**src/hw/rtl/websocket_frame_deframer_defines.svh**
```systemverilog
// ----------------------------------------------------------------------------
// WebSocket frame deframer assertion macros
// Shared concurrent assertion forms for the deframer RTL.
// ----------------------------------------------------------------------------
`ifndef WEBSOCKET_FRAME_DEFRAMER_DEFINES_SVH
`define WEBSOCKET_FRAME_DEFRAMER_DEFINES_SVH

// Same-cycle implication, disabled while reset is asserted.
`define WSFD_ASSERT_IMPL(label, clk, rst_n, ante, cons, msg) \
  label: assert property (@(posedge clk) disable iff (!rst_n) (ante) |-> (cons)) \
    else $error(msg);

// Next-cycle implication, disabled while reset is asserted.
`define WSFD_ASSERT_NEXT(label, clk, rst_n, ante, cons, msg) \
  label: assert property (@(posedge clk) disable iff (!rst_n) (ante) |=> (cons)) \
    else $error(msg);

`endif

```
**src/hw/rtl/wsfd_pkg.sv**
```systemverilog
// ----------------------------------------------------------------------------
// WebSocket frame deframer package
// Types and constants of the receive-side frame parser.
// ----------------------------------------------------------------------------
`default_nettype none

package wsfd_pkg;

  localparam int unsigned BYTE_W     = 8;
  localparam int unsigned LEN_W      = 64;
  localparam int unsigned KEY_W      = 32;
  localparam int unsigned OPCODE_W   = 4;
  localparam int unsigned LEFT_W     = 4;
  localparam int unsigned KIND_W     = 2;
  localparam int unsigned OUT_DATA_W = 80;

  localparam logic [6:0] LEN_EXT16 = 7'd126;
  localparam logic [6:0] LEN_EXT64 = 7'd127;

  localparam logic [LEFT_W-1:0] EXT16_BYTES = 4'd2;
  localparam logic [LEFT_W-1:0] EXT64_BYTES = 4'd8;
  localparam logic [LEFT_W-1:0] KEY_BYTES   = 4'd4;

  typedef enum logic [2:0] {
    PH_FIRST   = 3'd0,
    PH_SECOND  = 3'd1,
    PH_EXTLEN  = 3'd2,
    PH_MASKKEY = 3'd3,
    PH_PAYLOAD = 3'd4,
    PH_HALTED  = 3'd5
  } phase_t;

  typedef enum logic [KIND_W-1:0] {
    KIND_HEADER  = 2'd0,
    KIND_PAYLOAD = 2'd1,
    KIND_ERROR   = 2'd2
  } kind_t;

endpackage

`default_nettype wire

```
**src/hw/rtl/websocket_frame_deframer.sv**
```systemverilog
// ----------------------------------------------------------------------------
// WebSocket frame deframer
// Parses received WebSocket frames byte by byte and unmasks their payload.
// ----------------------------------------------------------------------------
// The block takes one stream byte per beat and sustains one byte per clock
// cycle while the output is not stalled. Each accepted byte sits in an input
// register while the parser state is updated, and its result, if any, is then
// registered in the output register once the output has room.
// A header result is given on the byte that completes the length; the four
// mask key bytes give no result; each payload byte gives one unmasked byte,
// with tlast on the last byte of the frame or on the header of an empty
// frame. A frame without the mask bit gives one error result, after which the
// parser drops all bytes until reset. The 64-bit payload down-counter and its
// zero test set the cycle time.
`default_nettype none

`include "websocket_frame_deframer_defines.svh"

module websocket_frame_deframer (
  input  wire logic                               clk,
  input  wire logic                               rst_n,
  input  wire logic                               in_tvalid,
  output logic                                    in_tready,
  input  wire logic [wsfd_pkg::BYTE_W-1:0]        in_tdata,   // stream_byte
  output logic                                    out_tvalid,
  input  wire logic                               out_tready,
  // is_final_fragment, frame_opcode, payload_length, out_byte, zero fill
  output logic [wsfd_pkg::OUT_DATA_W-1:0]         out_tdata,
  output logic [wsfd_pkg::KIND_W-1:0]             out_tuser,  // result_kind
  output logic                                    out_tlast   // last_of_frame
);

  logic                             s1_valid_r;
  logic [wsfd_pkg::BYTE_W-1:0]      s1_byte_r;

  wsfd_pkg::phase_t                 phase_r, phase_nxt;
  logic                             fin_r, fin_nxt;
  logic [wsfd_pkg::OPCODE_W-1:0]    opcode_r, opcode_nxt;
  logic                             mask_r, mask_nxt;
  logic [wsfd_pkg::LEFT_W-1:0]      left_r, left_nxt;
  logic [wsfd_pkg::LEN_W-1:0]       len_r, len_nxt;
  logic [wsfd_pkg::KEY_W-1:0]       key_r, key_nxt;
  logic [1:0]                       key_idx_r, key_idx_nxt;
  logic [wsfd_pkg::LEN_W-1:0]       remain_r, remain_nxt;

  logic                             res_vld;
  wsfd_pkg::kind_t                  res_kind;
  logic [wsfd_pkg::LEN_W-1:0]       res_len;
  logic [wsfd_pkg::BYTE_W-1:0]      res_byte;
  logic                             res_last;
  logic                             len_done;
  logic                             advance;

  logic                             out_valid_r;
  wsfd_pkg::kind_t                  out_kind_r;
  logic                             out_fin_r;
  logic [wsfd_pkg::OPCODE_W-1:0]    out_opcode_r;
  logic [wsfd_pkg::LEN_W-1:0]       out_len_r;
  logic [wsfd_pkg::BYTE_W-1:0]      out_byte_r;
  logic                             out_last_r;

  always_comb begin
    phase_nxt   = phase_r;
    fin_nxt     = fin_r;
    opcode_nxt  = opcode_r;
    mask_nxt    = mask_r;
    left_nxt    = left_r;
    len_nxt     = len_r;
    key_nxt     = key_r;
    key_idx_nxt = key_idx_r;
    remain_nxt  = remain_r;
    len_done    = 1'b0;
    res_vld     = 1'b0;
    res_kind    = wsfd_pkg::KIND_HEADER;
    res_len     = '0;
    res_byte    = '0;
    res_last    = 1'b0;
    case (phase_r)
      wsfd_pkg::PH_FIRST: begin
        fin_nxt    = s1_byte_r[7];
        opcode_nxt = s1_byte_r[3:0];
        phase_nxt  = wsfd_pkg::PH_SECOND;
      end
      wsfd_pkg::PH_SECOND: begin
        mask_nxt = s1_byte_r[7];
        len_nxt  = '0;
        if (s1_byte_r[6:0] == wsfd_pkg::LEN_EXT16) begin
          left_nxt  = wsfd_pkg::EXT16_BYTES;
          phase_nxt = wsfd_pkg::PH_EXTLEN;
        end else if (s1_byte_r[6:0] == wsfd_pkg::LEN_EXT64) begin
          left_nxt  = wsfd_pkg::EXT64_BYTES;
          phase_nxt = wsfd_pkg::PH_EXTLEN;
        end else begin
          len_nxt  = {{(wsfd_pkg::LEN_W-7){1'b0}}, s1_byte_r[6:0]};
          len_done = 1'b1;
        end
      end
      wsfd_pkg::PH_EXTLEN: begin
        len_nxt  = {len_r[wsfd_pkg::LEN_W-wsfd_pkg::BYTE_W-1:0], s1_byte_r};
        left_nxt = left_r - 4'd1;
        len_done = (left_nxt == '0);
      end
      wsfd_pkg::PH_MASKKEY: begin
        key_nxt  = {key_r[wsfd_pkg::KEY_W-wsfd_pkg::BYTE_W-1:0], s1_byte_r};
        left_nxt = left_r - 4'd1;
        if (left_nxt == '0) begin
          phase_nxt = (remain_r != '0) ? wsfd_pkg::PH_PAYLOAD : wsfd_pkg::PH_FIRST;
        end
      end
      wsfd_pkg::PH_PAYLOAD: begin
        key_idx_nxt = key_idx_r + 2'd1;
        remain_nxt  = remain_r - 64'd1;
        if (remain_nxt == '0) begin
          phase_nxt = wsfd_pkg::PH_FIRST;
        end
        res_vld  = 1'b1;
        res_kind = wsfd_pkg::KIND_PAYLOAD;
        res_byte = s1_byte_r ^ key_r[{~key_idx_r, 3'b000} +: wsfd_pkg::BYTE_W];
        res_last = (remain_nxt == '0);
      end
      default: begin
      end
    endcase
    if (len_done) begin
      res_vld = 1'b1;
      res_len = len_nxt;
      if (!mask_nxt) begin
        phase_nxt = wsfd_pkg::PH_HALTED;
        res_kind  = wsfd_pkg::KIND_ERROR;
        res_last  = 1'b1;
      end else begin
        remain_nxt  = len_nxt;
        key_nxt     = '0;
        key_idx_nxt = 2'd0;
        left_nxt    = wsfd_pkg::KEY_BYTES;
        phase_nxt   = wsfd_pkg::PH_MASKKEY;
        res_kind    = wsfd_pkg::KIND_HEADER;
        res_last    = (len_nxt == '0);
      end
    end
  end

  assign advance   = s1_valid_r && (!res_vld || !out_valid_r || out_tready);
  assign in_tready = !s1_valid_r || advance;

  always_ff @(posedge clk) begin
    if (!rst_n) begin
      s1_valid_r <= 1'b0;
    end else if (in_tready) begin
      s1_valid_r <= in_tvalid;
    end
  end

  always_ff @(posedge clk) begin
    if (in_tready && in_tvalid) begin
      s1_byte_r <= in_tdata;
    end
  end

  always_ff @(posedge clk) begin
    if (!rst_n) begin
      phase_r <= wsfd_pkg::PH_FIRST;
    end else if (advance) begin
      phase_r <= phase_nxt;
    end
  end

  always_ff @(posedge clk) begin
    if (advance) begin
      fin_r     <= fin_nxt;
      opcode_r  <= opcode_nxt;
      mask_r    <= mask_nxt;
      left_r    <= left_nxt;
      len_r     <= len_nxt;
      key_r     <= key_nxt;
      key_idx_r <= key_idx_nxt;
      remain_r  <= remain_nxt;
    end
  end

  always_ff @(posedge clk) begin
    if (!rst_n) begin
      out_valid_r <= 1'b0;
    end else if (advance && res_vld) begin
      out_valid_r <= 1'b1;
    end else if (out_tready) begin
      out_valid_r <= 1'b0;
    end
  end

  always_ff @(posedge clk) begin
    if (advance && res_vld) begin
      out_kind_r   <= res_kind;
      out_fin_r    <= fin_r;
      out_opcode_r <= opcode_r;
      out_len_r    <= res_len;
      out_byte_r   <= res_byte;
      out_last_r   <= res_last;
    end
  end

  assign out_tvalid = out_valid_r;
  assign out_tuser  = out_kind_r;
  assign out_tlast  = out_last_r;
  assign out_tdata  = {3'b000, out_byte_r, out_len_r, out_opcode_r, out_fin_r};

  `WSFD_ASSERT_NEXT(a_halt_sticky, clk, rst_n, phase_r == wsfd_pkg::PH_HALTED,
    phase_r == wsfd_pkg::PH_HALTED, "Parser left the halted state.")
  `WSFD_ASSERT_IMPL(a_payload_nonzero, clk, rst_n, phase_r == wsfd_pkg::PH_PAYLOAD,
    remain_r != '0, "Payload phase entered with nothing left to receive.")
  `WSFD_ASSERT_IMPL(a_field_count, clk, rst_n,
    phase_r == wsfd_pkg::PH_EXTLEN || phase_r == wsfd_pkg::PH_MASKKEY,
    left_r != '0, "Header field byte count is zero inside a field.")
  `WSFD_ASSERT_IMPL(a_error_last, clk, rst_n,
    out_valid_r && out_kind_r == wsfd_pkg::KIND_ERROR,
    out_last_r && phase_r == wsfd_pkg::PH_HALTED,
    "Error beat is not last or parser is not halted.")

endmodule

`default_nettype wire

```
**config.mk**
```make
export PLATFORM = sky130hd
export DESIGN_NAME = websocket_frame_deframer
export DESIGN_NICKNAME = d
export VERILOG_FILES = /design/src/hw/rtl/wsfd_pkg.sv /design/src/hw/rtl/websocket_frame_deframer.sv
export VERILOG_INCLUDE_DIRS = /design/src /design/src/hw/rtl
export SDC_FILE = /design/constraint.sdc
export NUM_CORES = 1
export LEC_CHECK = 0
export ABC_CLOCK_PERIOD_IN_PS = 6500
export BUFFER_PORTS_ARGS = -buffer_cell sky130_fd_sc_hd__buf_2
export CORE_MARGIN = 2
export CORE_UTILIZATION = 50
export CTS_BUF_LIST = sky130_fd_sc_hd__clkbuf_8 sky130_fd_sc_hd__clkbuf_16
export CTS_CLUSTER_SIZE = 28
export DETAILED_ROUTE_END_ITERATION = 8
export PLACE_DENSITY_LB_ADDON = 0.12
export RECOVER_POWER = 50
export SLEW_MARGIN = 20
export SYNTH_ARGS = -nofsm -noshare
export SYNTH_HDL_FRONTEND = slang
export SYNTH_SLANG_ARGS = --single-unit
```
**constraint.sdc**
```tcl
create_clock -name clk -period 6.5 [get_ports clk]
set_input_delay 0.975 -clock clk [delete_from_list [all_inputs] [get_ports clk]]
set_output_delay 0.975 -clock clk [all_outputs]
set_load 0.005 [all_outputs]
```
[Yosys cells after proc, flatten, opt, wreduce, memory -nomap -nowiden]
Cells that the tools add are included.
Cells by class
  add/subtract/negate cells: 3
  multiply operators: 0
  muxes and demuxes: 39
  bitwise gates (word level): 2
  divide/modulo/power cells: 0
  equality and inequality tests: 9
  reduce and logical (&&, ||, !) cells: 19
  order comparisons: 0
  shifts and indexed selects: 1
Operators with widths (number)
  2-to-1 mux 64 bit: 3
  logical NOT 64 bit: 2
  one-hot mux 64 bit (2 select lines): 1
  2-to-1 mux 32 bit: 3
  nonzero test 64 bit: 1
  subtractor 64 x 1 -> 64 bit (second input constant): 1
  indexed part select 32 x 6 -> 8 bit: 1
  2-to-1 mux 3 bit: 7
  2-to-1 mux 4 bit: 4
  == test 7 bit (second input constant): 2
  2-to-1 mux 7 bit: 2
  one-hot mux 3 bit (4 select lines): 1
  2-to-1 mux 1 bit: 11
  2-to-1 mux 2 bit: 5
  one-hot mux 4 bit (2 select lines): 1
  XOR 8 bit: 1
  == test 3 x 2 -> 1 bit (second input constant): 2
  inequality test 3 bit (second input constant): 2
  AND reduction 5 bit: 1
  nonzero test 5 bit: 1
  logical NOT 4 bit: 1
  inequality test 4 bit (second input constant): 1
  subtractor 4 x 1 -> 4 bit (second input constant): 1
  == test 3 x 1 -> 1 bit (second input constant): 1
  11 further kinds: 17
Storage, ports and cells
  memory bits (read-only): 0
  word-level logic and storage cells: 91
  latch bits: 0
  flip-flop bits (word level): 265
  memories: 0
  bits of input ports: 12
  output and inout port bits: 85
  memory bits (writable): 0

[Longest topological paths before layout]
  depth in word-level cells: 11
  depth in mapped cells: 12

[Worst setup path after synthesis]
No wires, ideal clock.
  kind: flip-flop to flip-flop
  from: reg phase_r[0]
  to: reg key_idx_r[0], enable pin
  stages on the path, launching flop included: 8
  slack: 1354 ps
  path buffers: 1
  arrival time: 4627 ps
  clock period less this slack: 5146 ps
  cell sequence: dfxtp_1 -> clkbuf_1 -> nor2_1 -> nand2_1 -> clkinv_1 -> o21ai_0 -> a41oi_1 -> inv_1
On the way
  longest elaborated chain between the ends: 7
  elaborated cells between the ends (all ways): 10
  classes of those cells: eq/ne: 3; mux: 3; reduce/logical: 4
Ends and longest elaborated chain
  from (decl): line websocket_frame_deframer.sv:36  | wsfd_pkg::phase_t phase_r, phase_nxt;
  from (signal assigned): line websocket_frame_deframer.sv:162  | phase_r <= wsfd_pkg::PH_FIRST;
  from (signal assigned): line websocket_frame_deframer.sv:164  | phase_r <= phase_nxt;
  == test 3 x 2 -> 1 bit (tied with other cells): line websocket_frame_deframer.sv:78  | case (phase_r)
  one-hot mux 1 bit (2 select lines) or 2-to-1 mux 1 bit (tied branches): line websocket_frame_deframer.sv:78
  2-to-1 mux 1 bit (*): line websocket_frame_deframer.sv:124  | if (len_done) begin
  logical NOT 1 bit (*): line websocket_frame_deframer.sv:143  | assign advance = s1_valid_r && (!res_vld || !out_valid_r || out_tready);
  logical OR 1 bit (*) (2 in series): line websocket_frame_deframer.sv:143
  logical AND 1 bit (*): line websocket_frame_deframer.sv:143
  named net advance: line websocket_frame_deframer.sv:52  | logic advance;
  to (signal assigned): line websocket_frame_deframer.sv:176  | key_idx_r <= key_idx_nxt;
  to (decl): line websocket_frame_deframer.sv:43  | logic [1:0] key_idx_r, key_idx_nxt;
Mark *: on every way through the listed nets, which the timed path passes. The rest lies on a longest branch.
A chain may end at the register's enable or synchronous reset.

[Worst setup path after layout]
  from: reg phase_r[2]
  to: reg out_last_r, in the netlist out_tlast, data pin
On the way
  longest elaborated chain between the ends: 5
  elaborated cells between the ends (all ways): 10
  classes of those cells: eq/ne: 3; mux: 6; reduce/logical: 1
Ends and longest elaborated chain
  == test 3 x 2 -> 1 bit or == test 3 x 1 -> 1 bit (tied branches): line websocket_frame_deframer.sv:78
  one-hot mux 64 bit (2 select lines): line websocket_frame_deframer.sv:78
  logical NOT 64 bit: line websocket_frame_deframer.sv:138  | res_last = (len_nxt == '0);
  2-to-1 mux 1 bit: line websocket_frame_deframer.sv:127  | if (!mask_nxt) begin
  2-to-1 mux 1 bit (*): line websocket_frame_deframer.sv:124
  named net res_last: line websocket_frame_deframer.sv:50  | logic res_last;
  to (signal assigned): line websocket_frame_deframer.sv:198  | out_last_r <= res_last;
  to (decl): line websocket_frame_deframer.sv:60  | logic out_last_r;
Marks and branches as above.

==> flow_summary.ini <==
[status]
status = finished with violations
violations = max-capacitance violations, max-slew violations

[floorplanning]
io_pins = 97
die_h_um = 166
rows = 59
core_area_um2 = 25900
fp.dieArea_um2 = 27500
start_util_pct = 50.6
die_x_um = 166

[yosys]
ys_seq_elements = 265
synth_commonest_cells = 260 x edfxtp_1, 150 x nand2_1, 131 x nor2_1
synth_top_cell_by_area = edfxtp_1
yosysMostFrequentCell = edfxtp_1
synth_edf_count = 260
synthFlopType = edfxtp_1
synth.distinct_cells = 71
synth_cells = 1199
yosysTopAreaCellShare_pct = 59.5
avgSynthCellArea_um2 = 10.9
synth_area_um2 = 13100
yosysSeqAreaShare_pct = 60.3
yosysWarnings = 0
synth.area.top_cells = edfxtp_1 60%, nand2_1 4.3%, nor2_1 3.8%
async_flop_share_pct = 0

[global_routing]
grt_max_degree = 92
first_global_vias = 9285
gr-total-overflow = 0
grt_pass1_wl_mm = 56.1
grtUsageTotal_pct = 26.1
antenna_found_initial = 0

[timing]
slew_violations = 44
clock-skew-final_ns = 0.0179
maxSlewHeadroom_pct = -26.0
worst_pin_slew_ns = 1.89
rsz0062_at_grt = no
timing.fmax_mhz = 214
hold_viol = 0
fin_crit_sh_pct = 72.0
tns_ns = 0
setup_viol = 0
min_period_ns = 4.68

[clocking]
cts-root-buf = clkbuf_16
cts_tree = yes
cts_resized = 0
cts_hold_buf = 0
clk_pin_slew_ns = 0.06
clock_latency_ns = 0.55
clockBufferDepth = 3
cts_num_sinks = 265
htreeDepth = 1
cts_buffers = 28
post_cts_buffers = 0

[critical_path]
worstPathRequired_ns = 6.79
cp_top_family = simple AND/OR/NAND/NOR gates
critPathKind = register to register
slowest_delay_ns = 1.09
arrival_ns = 4.97
crit_fanout = 36
ff2ff_path_depth = 9
rrSetupSlack_ns = 1.82
crit_buf_inv = 2
cp_cell_sequence = inv_1, nand2_1, clkbuf_1, a22oi_1, nand4_1, nor4_1, and4_1, a31oi_1, o21ai_2
cp_slowest_cell = clkbuf_1
cp-end-kind = register
crit_path_start_kind = register
cp.depth = 9

[cells_and_area]
n_antenna_cell = 0
drive_gt1_share_pct = 11.7
final_nets = 1288
area_growth_pct = 11.8
ff_latch_area_um2 = 7910
multi_input_area_um2 = 4620
nFillCells = 2278

[min_path]
hp-class = register to register
hold_depth = 0

[route]
vias = 9815
drt_first_iter_violations = 1274
drtPass1Iterations = 5
via_per_inst = 6.04
wl_per_cell_um = 22.3
ant_nets = 0
wirelength_mm = 36.3
drc_errors = 0

[power]
peakVddDrop_uv = 282
powerDensity_nw_per_um2 = 435
finalPower_uw = 6380
p_leak_uw = 0.00536

[placement]
post-dp-hpwl_mm = 25.0
port-buffer-count = 93
gp_congestion = 0.969

[job]
drv_cap = 1
area by class of cell:
| class | instances | area share [%] |
|---|---|---|
| Tap cell | 335 | 2.86 |
| Clock buffer | 28 | 4.78 |
| Sequential cell | 265 | 53.9 |
| Timing Repair Buffer | 110 | 3.62 |
| Inverter | 76 | 1.99 |
| Multi-Input combinational cell | 791 | 31.5 |
| Clock inverter | 20 | 1.31 |
path summary, 6_finish.rpt:
kind / from / to
hold reg to reg: opcode_r[0] / out_opcode_r[0]
setup / recovery: phase_r[2] / out_tlast
setup reg to reg: phase_r[2] / out_tlast
hold / removal: opcode_r[0] / out_opcode_r[0]
where the power goes:
group	switching [uW]	internal [uW]	total (uW)
combinational	1250	585	1840
clock	668	902	1570
sequential	416	2560	2970
per-layer routing:
metal | track usage, % | part of all wire (%)
met1 | 40.5 | 45
met4 | 7.11 | 2.8
met5 | 0 | 0
met2 | 37.8 | 43
met3 | 4.53 | 8.6
kinds of logic (layout without fill, tap and decap cells):
| kind of cell | count (synthesis) | count (layout) | synth area share, % |
|---|---|---|---|
| simple gates | 471 | 471 | 17.3 |
| fa+ha+maj | 4 | 4 | 0.382 |
| other cells | 1 | 3 | 0.0286 |
| xor+xnor | 76 | 76 | 5.08 |
| buf+inv | 145 | 234 | 4.60 |
| flops | 265 | 265 | 60.3 |
| compound gates | 226 | 226 | 10.7 |
| mux | 11 | 11 | 1.62 |
placed cells by master (no fill, tap or decap), types with 8 or more instances in the layout:
master     instances
xor2_1            49
a22oi_1           63
mux4_2             8
nand4_1           34
clkbuf_1          34
clkbuf_16         28
nor2_1           131
o21ai_0           55
a21oi_1           65
nor3_1            44
edfxtp_1         260
buf_4              9
nand2_1          149
inv_1             78
buf_2             67
nor4_1            36
nand3_1           12
or3_1             12
xnor2_1           27
sequential cells by signal (all words and copies together), names as in the netlist:
| signal | count |
|---|---|
| out_opcode_r | 4 |
| phase_r | 3 |
| mask_r | 1 |
| s1_byte_r | 8 |
| out_fin_r | 1 |
| s1_valid_r | 1 |
| out_tuser | 2 |
| left_r | 4 |
| out_tvalid | 1 |
| key_idx_r | 2 |
| out_tlast | 1 |
| fin_r | 1 |
| len_r | 64 |
| opcode_r | 4 |
| remain_r | 64 |
| key_r | 32 |
| out_byte_r | 8 |
| out_len_r | 64 |
through the flow:
step           utilization [%]  instances  setup slack, ns  hold WS, ns  cell area, um^2
6_report                  56.6       1625             1.82        0.430            14700
5_1_grt                   56.6       1625             1.53        0.435            14700
4_1_cts                   56.8       1625             2.69        0.429            14700
3_5_place_dp              53.4       1577             2.87        0.410            13800
3_3_place_gp              53.4       1577             2.95        0.405            13800
2_1_floorplan                -       1201             1.35        0.400            13100
No activity file was read; power rests on OpenSTA's default activity.
